--- src/rtl/tcw_pkg.sv ---
// Package for the text console writer: word types, codes and the
// controller/datapath command and status structs.
// No dependencies.
package tcw_pkg;

   localparam logic [1:0] MODE_PUT   = 2'd0;
   localparam logic [1:0] MODE_CLEAR = 2'd1;
   localparam logic [1:0] MODE_READ  = 2'd2;

   localparam logic [7:0] CODE_NUL = 8'd0;
   localparam logic [7:0] CODE_BS  = 8'd8;
   localparam logic [7:0] CODE_TAB = 8'd9;
   localparam logic [7:0] CODE_LF  = 8'd10;
   localparam logic [7:0] CODE_CR  = 8'd13;
   localparam logic [7:0] BLANK    = 8'h20;

   typedef struct packed {
      logic [1:0]  mode;
      logic [7:0]  char_code;
      logic [7:0]  color;
      logic        use_color;
      logic [10:0] cell_index;
   } req_type;

   typedef struct packed {
      logic [10:0] cursor_position;
      logic        scrolled;
      logic [7:0]  read_char;
      logic [7:0]  read_attr;
   } rsp_type;

   typedef enum logic [2:0] {
      OP_NONE,
      OP_NEWLINE,
      OP_TAB,
      OP_CR,
      OP_BS,
      OP_PRINT,
      OP_CLEAR,
      OP_READ
   } op_type;

   typedef enum logic [2:0] {
      CUR_HOLD,
      CUR_INC,
      CUR_DEC,
      CUR_LINE,
      CUR_TAB,
      CUR_HOME,
      CUR_LAST_ROW
   } cur_op_type;

   typedef struct packed {
      logic       load;
      logic       mod_start;
      cur_op_type cur_op;
      logic       put_char;
      logic       put_blank;
      logic       read_cell;
      logic       clear_start;
      logic       scroll_start;
      logic       result_load;
   } ctl_cmd_type;

   typedef struct packed {
      op_type op;
      logic   cursor_zero;
      logic   cursor_over;
      logic   mod_busy;
      logic   sweep_busy;
   } ctl_status_type;

endpackage

--- src/rtl/tcw_controller.sv ---
// Controller: sequences one word at a time through decode, remainder,
// scroll/clear sweep and result hand-off.
// Depends on tcw_pkg.
module tcw_controller (
   input  logic                    clock,
   input  logic                    reset,
   input  logic                    req_valid,
   output logic                    req_ready,
   output logic                    rsp_valid,
   input  logic                    rsp_ready,
   input  tcw_pkg::ctl_status_type status,
   output tcw_pkg::ctl_cmd_type    cmd
);

   typedef enum logic [2:0] {
      S_IDLE,
      S_DECODE,
      S_MOD_WAIT,
      S_CHECK,
      S_SWEEP_WAIT,
      S_READ_WAIT,
      S_FINISH
   } state_type;

   state_type state_ff, state_in;
   logic      rsp_valid_ff;
   logic      rsp_free;

   assign rsp_free  = !rsp_valid_ff || rsp_ready;
   assign req_ready = (state_ff == S_IDLE);
   assign rsp_valid = rsp_valid_ff;

   always_comb begin
      cmd        = '0;
      cmd.cur_op = tcw_pkg::CUR_HOLD;
      state_in   = state_ff;
      unique case (state_ff)
         S_IDLE: begin
            cmd.load = req_valid;
            if (req_valid) begin
               state_in = S_DECODE;
            end
         end
         S_DECODE: begin
            unique case (status.op)
               tcw_pkg::OP_NONE: state_in = S_FINISH;
               tcw_pkg::OP_NEWLINE, tcw_pkg::OP_TAB: begin
                  cmd.mod_start = 1'b1;
                  state_in      = S_MOD_WAIT;
               end
               tcw_pkg::OP_CR: begin
                  if (!status.cursor_zero) begin
                     cmd.cur_op = tcw_pkg::CUR_DEC;
                  end
                  state_in = S_CHECK;
               end
               tcw_pkg::OP_BS: begin
                  if (!status.cursor_zero) begin
                     cmd.cur_op    = tcw_pkg::CUR_DEC;
                     cmd.put_blank = 1'b1;
                  end
                  state_in = S_CHECK;
               end
               tcw_pkg::OP_PRINT: begin
                  cmd.put_char = 1'b1;
                  cmd.cur_op   = tcw_pkg::CUR_INC;
                  state_in     = S_CHECK;
               end
               tcw_pkg::OP_CLEAR: begin
                  cmd.clear_start = 1'b1;
                  cmd.cur_op      = tcw_pkg::CUR_HOME;
                  state_in        = S_SWEEP_WAIT;
               end
               tcw_pkg::OP_READ: begin
                  cmd.read_cell = 1'b1;
                  state_in      = S_READ_WAIT;
               end
               default: state_in = S_FINISH;
            endcase
         end
         S_MOD_WAIT: begin
            if (!status.mod_busy) begin
               cmd.cur_op = (status.op == tcw_pkg::OP_TAB) ? tcw_pkg::CUR_TAB
                                                           : tcw_pkg::CUR_LINE;
               state_in   = S_CHECK;
            end
         end
         S_CHECK: begin
            if (status.cursor_over) begin
               cmd.scroll_start = 1'b1;
               cmd.cur_op       = tcw_pkg::CUR_LAST_ROW;
               state_in         = S_SWEEP_WAIT;
            end else begin
               state_in = S_FINISH;
            end
         end
         S_SWEEP_WAIT: begin
            if (!status.sweep_busy) begin
               state_in = S_FINISH;
            end
         end
         S_READ_WAIT: state_in = S_FINISH;
         S_FINISH: begin
            if (rsp_free) begin
               cmd.result_load = 1'b1;
               state_in        = S_IDLE;
            end
         end
         default: state_in = S_IDLE;
      endcase
   end

   always_ff @(posedge clock) begin
      if (reset) begin
         state_ff     <= S_IDLE;
         rsp_valid_ff <= 1'b0;
      end else begin
         state_ff <= state_in;
         if (cmd.result_load) begin
            rsp_valid_ff <= 1'b1;
         end else if (rsp_ready) begin
            rsp_valid_ff <= 1'b0;
         end
      end
   end

`ifndef NO_ASSERTIONS
   a_idle_units_quiet: assert property (@(posedge clock) disable iff (reset)
      req_ready |-> (!status.mod_busy && !status.sweep_busy))
      else $error("unit busy while accepting a word");

   a_idle_cursor_in_screen: assert property (@(posedge clock) disable iff (reset)
      req_ready |-> !status.cursor_over)
      else $error("cursor off screen while idle");

   a_no_result_overwrite: assert property (@(posedge clock) disable iff (reset)
      cmd.result_load |-> (!rsp_valid_ff || rsp_ready))
      else $error("result overwritten before it was taken");

   a_sweep_starts: assert property (@(posedge clock) disable iff (reset)
      (cmd.scroll_start || cmd.clear_start) |=> status.sweep_busy)
      else $error("sweep did not start");

   a_mod_starts: assert property (@(posedge clock) disable iff (reset)
      cmd.mod_start |=> status.mod_busy)
      else $error("remainder unit did not start");
`endif

endmodule
--- config.mk ---
export PLATFORM = sky130hd
export DESIGN_NAME = tcw_controller
export DESIGN_NICKNAME = d
export VERILOG_FILES = /design/src/rtl/tcw_pkg.sv /design/src/rtl/tcw_controller.sv
export SDC_FILE = /design/constraint.sdc
export NUM_CORES = 1
export LEC_CHECK = 0
export BUFFER_PORTS_ARGS = -buffer_cell sky130_fd_sc_hd__buf_2
export CAP_MARGIN = 15
export CORE_AREA = 2 2 39 41
export CTS_CLUSTER_DIAMETER = 80
export DETAILED_ROUTE_END_ITERATION = 10
export DIE_AREA = 0 0 41 43
export PLACE_DENSITY = 0.74
export SLEW_MARGIN = 20
export SYNTH_ARGS = -nofsm -noshare
export SYNTH_HDL_FRONTEND = slang
export SYNTH_SLANG_ARGS = --single-unit
--- constraint.sdc ---
create_clock -name clock -period 4.29 [get_ports clock]
set_input_delay 0.6435 -clock clock [delete_from_list [all_inputs] [get_ports clock]]
set_output_delay 0.6435 -clock clock [all_outputs]
set_load 0.02 [all_outputs]
Word-level counts from Yosys, hierarchy flattened --
Index checks and enable logic that the tools add are counted.
Word-level totals: register bits 4, bits of input ports 11, output and inout bits 13, word-level logic and storage cells 56
Cells by class: eq/ne operators 17, mux-type cells 28, reduce and logical (&&, ||, !) cells 9
Operators with widths (count):
- 3-bit equality test (second input constant) | 7
- 3-bit 2-to-1 mux | 7
- 3-bit one-hot mux with 7 select lines | 1
- 3-bit one-hot mux with 3 select lines | 2
- 3-bit one-hot mux with 5 select lines | 1
- 1-bit 2-to-1 mux | 14
- 3-bit by 2-bit equality test with 1-bit output (second input constant) | 4
- 2-bit != test (second input constant) | 4
- 3-bit by 1-bit equality test with 1-bit output (second input constant) | 2
- 3-bit logical NOT | 2
- 2-bit 2-to-1 mux | 2
- 4-bit 2-to-1 mux | 1
- 4-bit AND reduction | 1
- 2-bit OR reduction | 2
- 3-bit OR reduction | 1
- 2-bit nonzero test | 1
- 1-bit logical NOT | 1
- 1-bit logical OR | 1

Logic depth before layout (Yosys ltp) --
word-level depth 5, depth in mapped cells 5, depth with buffers taken out 4

Worst setup path before layout --
No wires, ideal clock.
path type input to output, start point input status[1] in the netlist's numbering, end point output cmd[8] in the netlist's numbering, arrival 1756 ps, required time 3647 ps, setup slack 1891 ps, cell stages on the path 4, path buffers 0, cell sequence or4b_4 > nor2_1 > nor2_1 > o21ai_0
RTL lines:
- start, declared | RTL line tcw_controller.sv:11 | input tcw_pkg::ctl_status_type status,
- end, declared | RTL line tcw_controller.sv:12 | output tcw_pkg::ctl_cmd_type cmd

==> results.py <==
metrics = {
    "power_and_ir_drop": {
        "swShare_pct": 41.8,
        "clkPwrFrac_pct": 24.1,
        "p_comb_share_pct": 45.8,
        "power_mw": 0.197,
        "p_leak_nw": 0.300,
        "p_sw_mw": 0.0821,
        "p_seq_share_pct": 30.1,
        "power.density_nw_per_um2": 339,
        "vdd_drop_max_mv": 0.0940,
        "p_int_mw": 0.114,
    },
    "clock_network": {
        "cts_sinks": 4,
        "hold_buffers": 0,
        "cts_buffers": 3,
        "root_buffer": "clkbuf_4",
        "clock_latency_ps": 240,
        "clock_path_buffers": 2,
        "cts_setup_buffers": 0,
        "cts_resized": 0,
        "cts_tree": "done",
        "cts.reportedPaths.clkPinSlew_ps": 40,
        "cts_max_level": 1,
    },
    "placement": {
        "post_dp_cell_area_sq_um": 557,
        "dp_cells": 104,
        "routabilityCongestion": 0.700,
        "place_hpwl_microns": 821,
        "port_buffers": 23,
        "place_ws_ps": 1820,
    },
    "timing": {
        "fin_crit_sh_pct": 57.7,
        "post-route-min-period_ps": 2470,
        "final-setup-viol-count": 0,
        "max_slew_margin_pct": 71.0,
        "slew_viol_final": 0,
        "setup_slack_ps": 1820,
        "worstMarginPinSlew_ps": 434,
        "timing.setup.tns_ps": 0,
        "whs_ps": 525,
        "hold_viol": 0,
        "max_freq_mhz": 404,
        "fin_skew_ps": 3.57,
        "grt_setup_unrepaired": "no",
    },
    "floorplanning": {
        "num_rows": 14,
        "die_width_microns": 41,
        "die_area_sq_um": 1760,
        "ios": 24,
        "die_y_microns": 43,
        "core_area_sq_um": 1380,
        "start_util_pct": 32.7,
    },
    "synthesis": {
        "ys_ff_latch": 4,
        "ys_seq_area_share_pct": 17.7,
        "synthesis.area_sq_um": 453,
        "ys_warn_count": 0,
        "syn_avg_cell_area_sq_um": 6.38,
        "yosysUniqueCellTypes": 28,
        "synth_nets": 82,
        "synthCells": 71,
    },
    "global_routing": {
        "grt_pass1_wl_mm": 1.70,
        "grt_overflow": 0,
        "grt_pass1_vias": 410,
        "grt_start_max_net_pins": 16,
        "antenna_found_initial": 0,
        "grt.total_usage_pct": 13.5,
    },
    "finish": {
        "final_cells": 107,
        "area_growth_pct": 27.9,
        "fin_nets": 104,
        "final_cell_mix": "buf_2 (23), nand2_1 (9), nor2_1 (9)",
        "post-route-cell-area_sq_um": 579,
        "final_common_cell": "buf_2",
        "fill_cells": 151,
        "num_antenna_cells": 0,
        "utilization_pct": 41.9,
        "drive_gt1_share_pct": 34.1,
    },
    "setup_path": {
        "critical_path_required_ps": 3650,
        "end_kind": "output port",
        "start_kind": "input port",
        "worstSetupPathType": "input port to output port",
        "arrival_ps": 1830,
        "critPathMaxFanout": 5,
    },
    "route": {
        "wirelength_mm": 1.08,
        "first_iter_violations": 10,
        "drtPass1Iterations": 4,
        "num_vias": 547,
        "viasPerCell": 5.11,
        "drc": 0,
        "antenna_left": 0,
        "wl_per_cell_microns": 10.1,
    },
    "min_path": {
        "hold_class": "flip-flop to flip-flop",
    },
    "run_status": {
        "status": "complete, no violations",
    },
    "job": {
        "drv_cap": 0,
    },
}
-- path summary, 6_finish.rpt --
check / cells after the start / slack [ps] / start / to
min reg2reg: 2 / 530 / rsp_valid / rsp_valid
min: 2 / 530 / rsp_valid / rsp_valid
max reg2reg: 4 / 2970 / state_ff[2] / state_ff[0]
max: 5 / 1820 / status[1] / cmd[6]
-- flip-flops by register name, indices dropped and copies added (netlist names) --
name and count:
state_ff 3, rsp_valid 1
-- power groups by stage --
stage	clock (mW)	combinational, mW	sequential (mW)
finish	0.0474	0.0899	0.0592
global route	0.0514	0.0993	0.0614
CTS	0.0489	0.0908	0.0589
detailed placement	0	0.0904	0.0596
global placement	0	0.0893	0.0596
floorplan	0	0.0816	0.0478
-- cell families after synthesis --
kind of cell,count (synthesis),synth area share [%]
compound gates,20,27.3
simple gates,38,44.5
xor+xnor,1,1.93
buf+inv,8,8.56
flops,4,17.7
-- worst max-delay path: stages --
cell,delay (ps)
buf_2,110
or4b_4,520
a21o_1,190
a22oi_1,170
buf_2,190
-- cell usage after synthesis --
cell type,instances,area [sq um]
nor3_1,3,15.0
and3_1,4,25.0
nand3b_1,1,7.51
o21ai_1,1,5.00
or2b_1,1,7.51
o22ai_1,1,6.26
nor2b_1,2,12.5
nor2_1,9,33.8
dfxtp_1,4,80.1
nand4b_1,1,8.76
a21oi_1,7,35.0
a21o_1,2,15.0
xnor2_1,1,8.76
or2_2,2,12.5
or4b_4,1,13.8
clkbuf_1,4,15.0
buf_6,1,11.3
o31a_2,1,10.0
a311oi_1,1,8.76
inv_1,2,7.51
nand2_1,9,33.8
buf_2,1,5.00
or3_1,1,6.26
a22oi_1,1,7.51
a221o_2,1,11.3
and2_1,1,6.26
nand2b_1,3,18.8
o21ai_0,5,25.0
-- area by class of cell --
type | instances | area [sq um] | area share [%]
clock buffers | 3 | 22.5 | 3.89
repair buffers | 23 | 115 | 19.9
flip-flops and latches | 4 | 80.1 | 13.8
well taps | 16 | 20.0 | 3.46
multi-input cells | 59 | 334 | 57.7
inverters | 2 | 7.51 | 1.30
-- layer usage --
metal  vias to the layer above  wire, microns  share of wire, %  GRT usage (%)
met1                       238            509                47           19.1
met5                         -              0                 0              0
met2                        20            479                44           19.4
met3                         2             82               7.6           2.09
li1                        287              -                 -              -
met4                         0             10              0.93           6.00
(Power assumes the default switching activity.)
